===== src/hdl/mmad_pkg.sv =====
`timescale 1ns / 1ps
// ----------------------------------------------------------------------------
// mmad_pkg
// Shared widths, constants and inter-module structs for the masked mean
// absolute difference block.
// ----------------------------------------------------------------------------
package mmad_pkg;

  localparam int CH_W   = 32;  // one channel field
  localparam int TERM_W = 33;  // one absolute channel difference, Q.16
  localparam int TSUM_W = 34;  // three channel terms added
  localparam int SUM_W  = 58;  // frame difference accumulator
  localparam int CNT_W  = 23;  // valid pixel counter
  localparam int MEAN_W = 34;  // quotient, Q.16
  localparam int HI_W   = SUM_W - MEAN_W;
  localparam int STEP_W = $clog2(MEAN_W);
  localparam int LANES  = 3;

  localparam logic [CNT_W-1:0]  MAX_PIXELS = CNT_W'(4194304);
  localparam logic [SUM_W-1:0]  SUM_MAX    = {SUM_W{1'b1}};
  localparam logic [MEAN_W-1:0] MEAN_MAX   = {MEAN_W{1'b1}};

  // pixel_mode bit positions
  localparam int MODE_THREE_BIT = 0;
  localparam int MODE_FIXED_BIT = 1;

  typedef struct packed {
    logic valid;
    logic counted;
    logic last;
  } s1_ctrl_t;

  typedef struct packed {
    logic             start;
    logic [SUM_W-1:0] sum;
    logic [CNT_W-1:0] count;
  } frame_t;

endpackage


===== src/hdl/mmad_lane.sv =====
`timescale 1ns / 1ps
// ----------------------------------------------------------------------------
// mmad_lane
// One channel lane: absolute difference of two samples in byte or Q16.16
// form, registered as a Q.16 term.
// ----------------------------------------------------------------------------
module mmad_lane (
  input  logic                          clk,
  input  logic                          load,
  input  logic                          use_ch,
  input  logic                          fixed_mode,
  input  logic signed [mmad_pkg::CH_W-1:0] a,
  input  logic signed [mmad_pkg::CH_W-1:0] b,
  output logic [mmad_pkg::TERM_W-1:0]   term
);
  import mmad_pkg::*;

  logic [CH_W:0]     fx_diff;
  logic [TERM_W-1:0] fx_abs;
  logic [7:0]        byte_abs;
  logic [TERM_W-1:0] byte_term;
  logic [TERM_W-1:0] term_next;

  always_comb begin
    // sign-extend both samples one bit so the difference cannot wrap
    fx_diff   = {a[CH_W-1], a} - {b[CH_W-1], b};
    fx_abs    = fx_diff[CH_W] ? (~fx_diff + TERM_W'(1)) : fx_diff;
    byte_abs  = (a[7:0] >= b[7:0]) ? (a[7:0] - b[7:0]) : (b[7:0] - a[7:0]);
    byte_term = TERM_W'({byte_abs, 16'h0000});
    if (!use_ch) begin
      term_next = '0;
    end else if (fixed_mode) begin
      term_next = fx_abs;
    end else begin
      term_next = byte_term;
    end
  end

  always_ff @(posedge clk) begin
    if (load) begin
      term <= term_next;
    end
  end

endmodule


===== src/hdl/mmad_merge.sv =====
`timescale 1ns / 1ps
// ----------------------------------------------------------------------------
// mmad_merge
// Merge the lane terms into the saturating frame sum and pixel count; hand
// the frame totals to the divider on the last pixel and clear.
// ----------------------------------------------------------------------------
module mmad_merge (
  input  logic                          clk,
  input  logic                          rst,
  input  mmad_pkg::s1_ctrl_t            s1,
  input  logic                          fire,
  input  logic [mmad_pkg::TERM_W-1:0]   term0,
  input  logic [mmad_pkg::TERM_W-1:0]   term1,
  input  logic [mmad_pkg::TERM_W-1:0]   term2,
  output mmad_pkg::frame_t              frame
);
  import mmad_pkg::*;

  logic [SUM_W-1:0]  diff_sum;
  logic [CNT_W-1:0]  valid_count;
  logic [TSUM_W-1:0] term_sum;
  logic [SUM_W:0]    wide_sum;
  logic              take;
  logic [SUM_W-1:0]  sum_upd;
  logic [CNT_W-1:0]  cnt_upd;

  always_comb begin
    term_sum = TSUM_W'(term0) + TSUM_W'(term1) + TSUM_W'(term2);
    take     = s1.counted && (valid_count < MAX_PIXELS);
    wide_sum = {1'b0, diff_sum} + (SUM_W + 1)'(term_sum);
    if (take) begin
      sum_upd = wide_sum[SUM_W] ? SUM_MAX : wide_sum[SUM_W-1:0];
      cnt_upd = valid_count + CNT_W'(1);
    end else begin
      sum_upd = diff_sum;
      cnt_upd = valid_count;
    end
    frame.start = fire && s1.last;
    frame.sum   = sum_upd;
    frame.count = cnt_upd;
  end

  always_ff @(posedge clk) begin
    if (rst) begin
      diff_sum    <= '0;
      valid_count <= '0;
    end else if (fire) begin
      if (s1.last) begin
        diff_sum    <= '0;
        valid_count <= '0;
      end else begin
        diff_sum    <= sum_upd;
        valid_count <= cnt_upd;
      end
    end
  end

  a_count_limit: assert property (@(posedge clk) disable iff (rst)
    valid_count <= MAX_PIXELS)
    else $error("valid pixel count above limit");

endmodule


===== src/hdl/mmad_div.sv =====
`timescale 1ns / 1ps
// ----------------------------------------------------------------------------
// mmad_div
// Frame mean: restoring divider, one quotient bit per cycle, with the
// overflow and empty-frame cases resolved at start. Holds the result until
// the output transaction completes.
// ----------------------------------------------------------------------------
module mmad_div (
  input  logic                          clk,
  input  logic                          rst,
  input  mmad_pkg::frame_t              frame,
  output logic                          busy,
  output logic                          out_valid,
  input  logic                          out_ready,
  output logic [mmad_pkg::MEAN_W-1:0]   mean_diff,
  output logic [mmad_pkg::CNT_W-1:0]    valid_pixels,
  output logic                          no_valid
);
  import mmad_pkg::*;

  typedef enum logic [2:0] {
    ST_IDLE = 3'b001,
    ST_RUN  = 3'b010,
    ST_DONE = 3'b100
  } div_state_t;

  div_state_t        state;
  logic [CNT_W-1:0]  divisor;
  logic [CNT_W-1:0]  rem;
  logic [MEAN_W-1:0] dq;
  logic [STEP_W-1:0] step;
  logic [CNT_W:0]    trial;
  logic [CNT_W:0]    trial_sub;
  logic              ge;
  logic [CNT_W-1:0]  rem_next;
  logic [MEAN_W-1:0] dq_next;

  always_comb begin
    trial     = {rem, dq[MEAN_W-1]};
    trial_sub = trial - {1'b0, divisor};
    ge        = trial >= {1'b0, divisor};
    rem_next  = ge ? trial_sub[CNT_W-1:0] : trial[CNT_W-1:0];
    dq_next   = {dq[MEAN_W-2:0], ge};
  end

  assign busy      = (state != ST_IDLE);
  assign out_valid = (state == ST_DONE);

  always_ff @(posedge clk) begin
    if (rst) begin
      state <= ST_IDLE;
    end else begin
      case (state)
        ST_IDLE: begin
          if (frame.start) begin
            divisor      <= frame.count;
            valid_pixels <= frame.count;
            if (frame.count == '0) begin
              mean_diff <= '0;
              no_valid  <= 1'b1;
              state     <= ST_DONE;
            end else if (frame.sum[SUM_W-1:MEAN_W] >= HI_W'(frame.count)) begin
              // quotient would need more than MEAN_W bits
              mean_diff <= MEAN_MAX;
              no_valid  <= 1'b0;
              state     <= ST_DONE;
            end else begin
              rem   <= frame.sum[MEAN_W+CNT_W-1:MEAN_W];
              dq    <= frame.sum[MEAN_W-1:0];
              step  <= STEP_W'(MEAN_W - 1);
              state <= ST_RUN;
            end
          end
        end
        ST_RUN: begin
          rem <= rem_next;
          dq  <= dq_next;
          if (step == '0) begin
            mean_diff <= dq_next;
            no_valid  <= 1'b0;
            state     <= ST_DONE;
          end else begin
            step <= step - STEP_W'(1);
          end
        end
        ST_DONE: begin
          if (out_ready) begin
            state <= ST_IDLE;
          end
        end
        default: begin
          state <= ST_IDLE;
        end
      endcase
    end
  end

  a_start_idle: assert property (@(posedge clk) disable iff (rst)
    frame.start |-> state == ST_IDLE)
    else $error("frame handed off while divider busy");

  a_rem_bound: assert property (@(posedge clk) disable iff (rst)
    state == ST_RUN |-> rem < divisor)
    else $error("partial remainder not below divisor");

  a_empty_frame: assert property (@(posedge clk) disable iff (rst)
    (out_valid && no_valid) |-> (mean_diff == '0 && valid_pixels == '0))
    else $error("empty frame result carries nonzero fields");

endmodule


===== src/hdl/masked_mean_abs_difference.sv =====
`timescale 1ns / 1ps
// ----------------------------------------------------------------------------
// masked_mean_abs_difference
// Masked mean absolute difference of two co-located pixel streams, one
// mean per frame in unsigned Q.16.
// ----------------------------------------------------------------------------
// Pixel pairs are taken one per cycle for the whole frame, except while a
// frame_end pixel waits for the divider. Three channel lanes register the
// absolute differences, and a merge stage adds them into a 58-bit saturating
// sum and a pixel counter. When the frame_end pixel reaches the merge stage,
// the frame totals pass to a restoring divider that produces one quotient
// bit per cycle; an empty frame or a saturated mean goes straight to the
// result without dividing. Pixels of the next frame keep streaming in while
// the divider runs; only the next frame_end pixel holds in the merge stage,
// blocking input, until the divider is free and its result has been taken.
// Mono modes use channel 0 only; byte modes use the low 8 bits of each
// channel, scaled by 2^16. pixel_mode may only be written between frames
// with no result pending.
// ----------------------------------------------------------------------------
module masked_mean_abs_difference (
  input  logic                             clk,
  input  logic                             rst,
  input  logic                             cfg_wr_en,
  input  logic [1:0]                       cfg_wr_data,
  input  logic                             in_valid,
  output logic                             in_ready,
  input  logic signed [mmad_pkg::CH_W-1:0] a_ch0,
  input  logic signed [mmad_pkg::CH_W-1:0] a_ch1,
  input  logic signed [mmad_pkg::CH_W-1:0] a_ch2,
  input  logic signed [mmad_pkg::CH_W-1:0] b_ch0,
  input  logic signed [mmad_pkg::CH_W-1:0] b_ch1,
  input  logic signed [mmad_pkg::CH_W-1:0] b_ch2,
  input  logic [7:0]                       mask_byte,
  input  logic                             frame_end,
  output logic                             out_valid,
  input  logic                             out_ready,
  output logic [mmad_pkg::MEAN_W-1:0]      mean_diff,
  output logic [mmad_pkg::CNT_W-1:0]       valid_pixels,
  output logic                             no_valid
);
  import mmad_pkg::*;

  logic [1:0]        pixel_mode;
  s1_ctrl_t          s1;
  logic              accept;
  logic              fire;
  logic              div_busy;
  frame_t            frame;
  logic [CH_W-1:0]   a_arr [LANES];
  logic [CH_W-1:0]   b_arr [LANES];
  logic [LANES-1:0]  use_ch;
  logic [TERM_W-1:0] term [LANES];

  // mode register: the user must write it only between frames; the block does not enforce this
  always_ff @(posedge clk) begin
    if (rst) begin
      pixel_mode <= 2'b00;
    end else if (cfg_wr_en) begin
      pixel_mode <= cfg_wr_data;
    end
  end

  // hold a frame_end pixel in the merge stage until the divider is free
  assign fire     = s1.valid && !(s1.last && div_busy);
  assign in_ready = !s1.valid || fire;
  assign accept   = in_valid && in_ready;

  always_ff @(posedge clk) begin
    if (rst) begin
      s1 <= '0;
    end else if (accept) begin
      s1.valid   <= 1'b1;
      s1.counted <= (mask_byte != 8'h00);
      s1.last    <= frame_end;
    end else if (fire) begin
      s1.valid <= 1'b0;
    end
  end

  assign a_arr[0] = a_ch0;
  assign a_arr[1] = a_ch1;
  assign a_arr[2] = a_ch2;
  assign b_arr[0] = b_ch0;
  assign b_arr[1] = b_ch1;
  assign b_arr[2] = b_ch2;

  // channel 0 always counts; channels 1 and 2 only in three-channel modes
  assign use_ch = {pixel_mode[MODE_THREE_BIT], pixel_mode[MODE_THREE_BIT], 1'b1};

  for (genvar i = 0; i < LANES; i++) begin : g_lane
    mmad_lane u_lane (
      .clk        (clk),
      .load       (accept),
      .use_ch     (use_ch[i]),
      .fixed_mode (pixel_mode[MODE_FIXED_BIT]),
      .a          (a_arr[i]),
      .b          (b_arr[i]),
      .term       (term[i])
    );
  end

  mmad_merge u_merge (
    .clk   (clk),
    .rst   (rst),
    .s1    (s1),
    .fire  (fire),
    .term0 (term[0]),
    .term1 (term[1]),
    .term2 (term[2]),
    .frame (frame)
  );

  mmad_div u_div (
    .clk          (clk),
    .rst          (rst),
    .frame        (frame),
    .busy         (div_busy),
    .out_valid    (out_valid),
    .out_ready    (out_ready),
    .mean_diff    (mean_diff),
    .valid_pixels (valid_pixels),
    .no_valid     (no_valid)
  );

endmodule

===== config.mk =====
export PLATFORM = sky130hd
export DESIGN_NAME = masked_mean_abs_difference
export DESIGN_NICKNAME = d
export VERILOG_FILES = /design/src/hdl/mmad_pkg.sv /design/src/hdl/mmad_lane.sv /design/src/hdl/mmad_merge.sv /design/src/hdl/mmad_div.sv /design/src/hdl/masked_mean_abs_difference.sv
export SDC_FILE = /design/constraint.sdc
export NUM_CORES = 1
export LEC_CHECK = 0
export ABC_AREA = 0
export BUFFER_PORTS_ARGS = -buffer_cell sky130_fd_sc_hd__buf_2
export CAP_MARGIN = 25
export CORE_ASPECT_RATIO = 1.5
export CORE_UTILIZATION = 65
export CTS_CLUSTER_DIAMETER = 60
export DETAILED_ROUTE_END_ITERATION = 6
export PLACE_DENSITY = 0.9
export SYNTH_ARGS = -nofsm -noshare
export SYNTH_HDL_FRONTEND = slang
export SYNTH_HIERARCHICAL = 1
export SYNTH_SLANG_ARGS = --single-unit
export TNS_END_PERCENT = 5

===== constraint.sdc =====
create_clock -name clk -period 15.2 [get_ports clk]
set_input_delay 0.76 -clock clk [delete_from_list [all_inputs] [get_ports clk]]
set_output_delay 0.76 -clock clk [all_outputs]
set_load 0.02 [all_outputs]

==> results of run 1 <==
==> per-stage QoR <==
stage	area [um2]	instances	worst slack, ns
6_report	32190	4377	5.107
3_5_place_dp	31150	4321	5.267
3_3_place_gp	31150	4321	5.660
5_1_grt	32190	4377	4.548
4_1_cts	32120	4373	5.264
2_1_floorplan	29570	3607	5.045
==> sequential cells by signal, summed over array words and instances (netlist names) <==
| signal | count |
|---|---|
| u_div/step | 6 |
| u_div/rem | 23 |
| s1 | 3 |
| g_lane.u_lane/term | 99 |
| pixel_mode | 2 |
| u_div/divisor | 23 |
| u_merge/valid_count | 23 |
| u_div/mean_diff | 34 |
| u_merge/diff_sum | 58 |
| u_div/no_valid | 1 |
| u_div/dq | 34 |
| u_div/state | 3 |
==> worst min-delay path, cell delays in order <==
cell and delay, ns:
buf_2 0.09, inv_1 0.04, a311oi_1 0.06
==> routing by layer <==
layer,GRT usage,vias to the layer above,wire length (um)
met5,0,-,0
met4,0.2884,0,7422
met3,0.03596,369,4684
met2,0.6544,1303,43020
met1,0.3658,13110,29460
li1,-,13380,-
==> area by class of cell <==
| class | instances | area [um2] |
|---|---|---|
| Inverter | 262 | 983.4 |
| Fill cell | 3546 | 12620 |
| Clock inverter | 18 | 195.2 |
| Sequential cell | 309 | 8388 |
| Clock buffer | 34 | 774.5 |
| Tap cell | 582 | 728.2 |
| Multi-Input combinational cell | 2884 | 19590 |
| Timing Repair Buffer | 288 | 1534 |
==> layout by cell type (no fill, tap or decap), drive strengths merged, types with 76 or more instances in the layout <==
cell type	Yosys	layout
nor2	392	392
nand2	388	388
a21oi	334	334
buf	50	288
inv	261	262
ha	236	236
o21ai	234	234
edfxtp	220	220
xnor2	157	157
a21o	95	95
xor2	94	94
dfxtp	89	89
nand3	77	77
a31oi	76	76
==> worst paths after layout <==
path                                                              from                                to  depth (start not counted)
worst max-delay path            g_lane[0].u_lane/term[2]$_SDFFCE_PN0P_            u_div/dq[17]$_DFFE_PP_                         32
worst min register to register        u_merge/diff_sum[4]$_SDFFE_PP0P_  u_merge/diff_sum[4]$_SDFFE_PP0P_                          2
worst min-delay path                                         frame_end                s1[0]$_SDFFE_PP0P_                          3
worst max register to register  g_lane[0].u_lane/term[2]$_SDFFCE_PN0P_            u_div/dq[17]$_DFFE_PP_                         32
==> logic make-up after synthesis <==
logic type	Yosys count	synth area share
xor+xnor	251	0.07498
mux	28	0.009732
buf+inv	414	0.05560
simple gates	1257	0.2033
fa+ha+maj	278	0.1283
flops	309	0.2837
other cells	1	0.0001268
compound gates	1069	0.2443
==> power breakdown <==
part	total (mW)	switching, mW	leakage, nW	internal, mW
clock network	0.746	0.328	0.480	0.418
registers	0.957	0.0229	2.84	0.934
logic	1.21	0.765	10.5	0.446
total	2.91	1.12	13.9	1.80
==> results.yml, run 1 <==
run_status:
  status: "finished clean"
grt:
  globalRouteTotalUtil: 0.3583
  antenna_found_initial: 0
  first_global_vias: 27330
  grt_max_degree: 87
  gr-total-overflow: 0
  grt_pass1_wl_um: 134500
floorplanning:
  dieWidth_um: 176.2
  core-area_um2: 44810
  dieArea_um2: 46370
  pin_count: 268
  initial_core_util: 0.6599
  die_h_um: 263.2
  rows: 95
drt:
  vias: 28150
  postRouteAntennaNets: 0
  first_pass_iters: 6
  wire_per_inst_um: 19.32
  drt_iter0_markers: 2325
  routed_wl_um: 84580
  drc: 0
  via_per_inst: 6.432
clock_tree:
  insertion_delay_ns: 0.56
  cts_tree: "done"
  ctsRootBufferMaster: "clkbuf_16"
  postCtsHoldBufs: 0
  htree_num_levels: 1
  clk_pin_slew_ns: 0.07
  cts_resized: 0
  numCtsBuffers: 28
  cts.sinks: 309
  clock_path_buffers: 3
  postCtsSetupBuffers: 0
pwr:
  cellLeakagePower_nw: 13.85
  power_mw: 2.913
  ir_drop_mv: 0.06344
  power_density_nw_per_um2: 90.49
timing:
  max_freq_mhz: 99.07
  finalSetupViolCount: 0
  rsz0062_at_grt: "no"
  layout_min_cycle_time_ns: 10.09
  worstMarginPinSlew_ns: 1.015
  tns_ns: 0
  hold_violations: 0
  max-slew-margin-rel: 0.3231
  finalCritPeriodShare: 0.6640
  whs_ns: 0.4530
  maxSlewViolCount: 0
  fin_skew_ns: 0.01681
critical_path:
  path_delay_family: "compound AO/OA/AOI/OAI gates"
  critPathMaxStageDelay_ns: 0.66
  arrival_ns: 10.31
  crit_path_end_kind: "register"
  ff2ff_setup_slack_ns: 5.11
  critical_path_class: "reg -> reg"
  crit_required_ns: 15.41
  path_buf_inv: 2
  cp_slowest_cell: "a2111oi_0"
  critPathLaunchType: "register"
  path_common_cell: "a21oi_1"
  path_max_fanout: 34
placed_design:
  detailed_place_hpwl_um: 66400
  routabilityCongestion: 1.010
  port_buffers: 267
synth:
  syn_nets: 4093
  yosys_warnings: 6
  synth_cell_type_count: 121
  ys_async_sr_fraction: 0
  yosysSeqAreaShare: 0.2837
  synth_edf_count: 220
  syn_area_per_cell_um2: 8.198
  synth_most_common_cell: "nor2_1"
  synth.top_cells.by_count: "390 x nor2_1, 387 x nand2_1, 320 x a21oi_1"
  ys_ff_latch: 309
  syn_inst: 3607
  yosysTopAreaCellShare: 0.2234
  synthFlopType: "edfxtp_1"
  yosys-top-cells-area: "edfxtp_1 22%, ha_1 10%, dfxtp_1 6.0%, a21oi_1 5.4%, nor2_1 5.0%"
  syn_area_um2: 29570
  synth_top_area_cell: "edfxtp_1"
run:
  cap_violations: 0
finish:
  drive_gt1_frac: 0.1228
  layout.nets: 4259
  area_growth_pct: 8.860
  final_util: 0.7183
  diodes: 0
hold_path:
  hold_class: "in -> reg"
(Power assumes the default switching activity.)
==> run 2: changes to the inputs <==
--- a/config.mk
+++ b/config.mk
@@ -9,10 +9,10 @@
 export BUFFER_PORTS_ARGS = -buffer_cell sky130_fd_sc_hd__buf_2
 export CAP_MARGIN = 25
 export CORE_ASPECT_RATIO = 1.5
-export CORE_UTILIZATION = 65
+export CORE_UTILIZATION = 62
 export CTS_CLUSTER_DIAMETER = 60
 export DETAILED_ROUTE_END_ITERATION = 6
-export PLACE_DENSITY = 0.9
+export PLACE_DENSITY = 0.87
 export SYNTH_ARGS = -nofsm -noshare
 export SYNTH_HDL_FRONTEND = slang
 export SYNTH_HIERARCHICAL = 1
==> constraint.sdc (replaced) <==
create_clock -name clk -period 10.2 [get_ports clk]
set_input_delay 0.51 -clock clk [delete_from_list [all_inputs] [get_ports clk]]
set_output_delay 0.51 -clock clk [all_outputs]
set_load 0.02 [all_outputs]
==> run 2 against run 1 <==
Against the previous run: utilization down 2.9 points; clock skew up 0.023 ns; register-to-register slack worse by 4.1 ns; global-route usage down 2.1 points; hold slack worse by 0.25 ns; sequential cell count unchanged; die area up 4.8%; sequential share of layout area down 0.079 points; sequential power up 48%; critical path depth down 1.
==> results.yml, run 2 (synthesis gave the netlist of run 1 again) <==
run_status:
  status: "finished clean"
clock_tree:
  clk_pin_slew_ns: 0.07
  cts.sinks: 309
  clock_path_buffers: 3
  htree_num_levels: 1
  cts_tree: "done"
  insertion_delay_ns: 0.59
  ctsRootBufferMaster: "clkbuf_16"
  postCtsSetupBuffers: 0
  postCtsHoldBufs: 0
  cts_resized: 0
  numCtsBuffers: 30
timing:
  max-slew-margin-rel: 0.3237
  fin_skew_ns: 0.03954
  maxSlewViolCount: 0
  finalSetupViolCount: 0
  layout_min_cycle_time_ns: 9.158
  finalCritPeriodShare: 0.8978
  rsz0062_at_grt: "no"
  max_freq_mhz: 109.2
  worstMarginPinSlew_ns: 1.004
  hold_violations: 0
  tns_ns: 0
hold_path:
  min_delay_worst_endpoint: "s1[0]$_SDFFE_PP0P_"
  worstHoldStart: "frame_end"
  hold_depth: 3
  hold_class: "in -> reg"
finish:
  largest_reg_flops: 99
  fin_cells: 4395
  drive_gt1_frac: 0.1234
  top_regs: "g_lane.u_lane/term x99, u_merge/diff_sum x58"
  diodes: 0
  area_growth_pct: 9.207
  layout.nets: 4263
  top_register: "g_lane.u_lane/term"
  final_cell_mix: "387 x nor2_1, 387 x nand2_1, 319 x a21oi_1"
critical_path:
  cp_slowest_cell: "a2111oi_2"
  path_max_fanout: 6
  path_common_cell: "a21oi_1"
  critical_path_class: "reg -> reg"
  arrival_ns: 9.38
  crit_required_ns: 10.42
  critPathLaunchType: "register"
  crit-reg2reg-launch: "g_lane[0].u_lane/term[2]$_SDFFCE_PN0P_"
  critPathMaxStageDelay_ns: 0.54
  ff2ff_path_depth: 31
  ff2ff_setup_slack_ns: 1.04
  reg2reg_to: "u_div/step[1]$_SDFFCE_PN0P_"
  crit_path_end_kind: "register"
floorplanning:
  pin_count: 268
  core-area_um2: 46850
  dieWidth_um: 180.3
  dieArea_um2: 48590
  die_h_um: 269.5
  rows: 97
  initial_core_util: 0.6312
pwr:
  power_mw: 4.392
  seqPwrFrac: 0.324
  combPwrFrac: 0.410
  clockPowerShare: 0.266
  cellLeakagePower_nw: 13.88
  intPower_mw: 2.717
  ir_drop_mv: 0.1017
  power_switching_mw: 1.675
  power_density_nw_per_um2: 136.0
  swShare: 0.3815
drt:
  via_per_inst: 6.299
  vias: 27680
  first_pass_iters: 6
  wire_per_inst_um: 19.03
  routed_wl_um: 83650
  drc: 0
  drt_iter0_markers: 2068
  postRouteAntennaNets: 0
grt:
  globalRouteTotalUtil: 0.3374
  met2_usage: 0.6351
  gr-total-overflow: 0
  gr-max-usage-layer: "met2"
  use_met3: 0.02985
  grt_max_degree: 83
  first_global_vias: 26930
  grt_pass1_wl_um: 134100
  antenna_found_initial: 0
  grtUsageMet1: 0.3508
run:
  cap_violations: 0
placed_design:
  port_buffers: 267
  detailed_place_hpwl_um: 66550
  placedCellCount: 4337
  routabilityCongestion: 0.9824
## run 2: cell type report
| class | count | area (um2) |
|---|---|---|
| clock buffer | 37 | 828.3 |
| tap | 594 | 743.2 |
| multi-input combinational | 2884 | 19590 |
| sequential | 309 | 8389 |
| timing repair buffer | 290 | 1545 |
| inverter | 262 | 983.4 |
| fill | 3830 | 14560 |
| clock inverter | 19 | 216.5 |
## run 2: per-stage QoR
stage               utilization  hold WS (ns)  area [um2]  setup WS, ns
floorplan                     -        0.4361       29570       0.04484
global placement         0.6660        0.4647       31200         1.287
detailed placement       0.6663        0.4616       31210         1.134
CTS                      0.6886        0.1838       32260         1.079
global route             0.6893        0.2085       32290        0.6445
finish                   0.6893        0.1983       32290         1.042
## run 2: how the worst max path moves through the flow
stage / start / endpoint / cells past startpoint
6_report: g_lane[0].u_lane/term[2]$_SDFFCE_PN0P_ / u_div/step[1]$_SDFFCE_PN0P_ / 31
5_1_grt: g_lane[0].u_lane/term[2]$_SDFFCE_PN0P_ / u_div/step[5]$_SDFFCE_PN1P_ / 31
4_1_cts: g_lane[0].u_lane/term[2]$_SDFFCE_PN0P_ / u_div/step[5]$_SDFFCE_PN1P_ / 31
3_5_place_dp: g_lane[0].u_lane/term[2]$_SDFFCE_PN0P_ / u_div/step[0]$_SDFFCE_PN1P_ / 31
3_3_place_gp: g_lane[0].u_lane/term[2]$_SDFFCE_PN0P_ / u_div/step[2]$_SDFFCE_PN0P_ / 31
2_1_floorplan: g_lane[0].u_lane/term[1]$_SDFFCE_PN0P_ / u_div/dq[0]$_DFFE_PP_ / 38
## run 2: worst max-delay path, delay by kind of cell (launching register included)
kind / cells / cell delay [ns]
xor+xnor: 2 / 0.31
compound gates: 17 / 4.76
simple gates: 8 / 1.81
fa+ha+maj: 4 / 1.54
flops: 1 / 0.40
## run 2: layer usage
layer,vias up,wire [um]
met5,-,0
met4,0,6086
met3,281,3664
met2,1029,43360
met1,13000,30540
li1,13370,-
## run 2: power groups by stage
stage          Combinational, mW  Sequential [mW]  Clock, mW
2_1_floorplan               1.31             1.44          0
6_report                    1.80             1.42       1.17
4_1_cts                     1.77             1.42       1.18
3_5_place_dp                1.76             1.45          0
5_1_grt                     1.97             1.43       1.23
3_3_place_gp                1.73             1.45          0
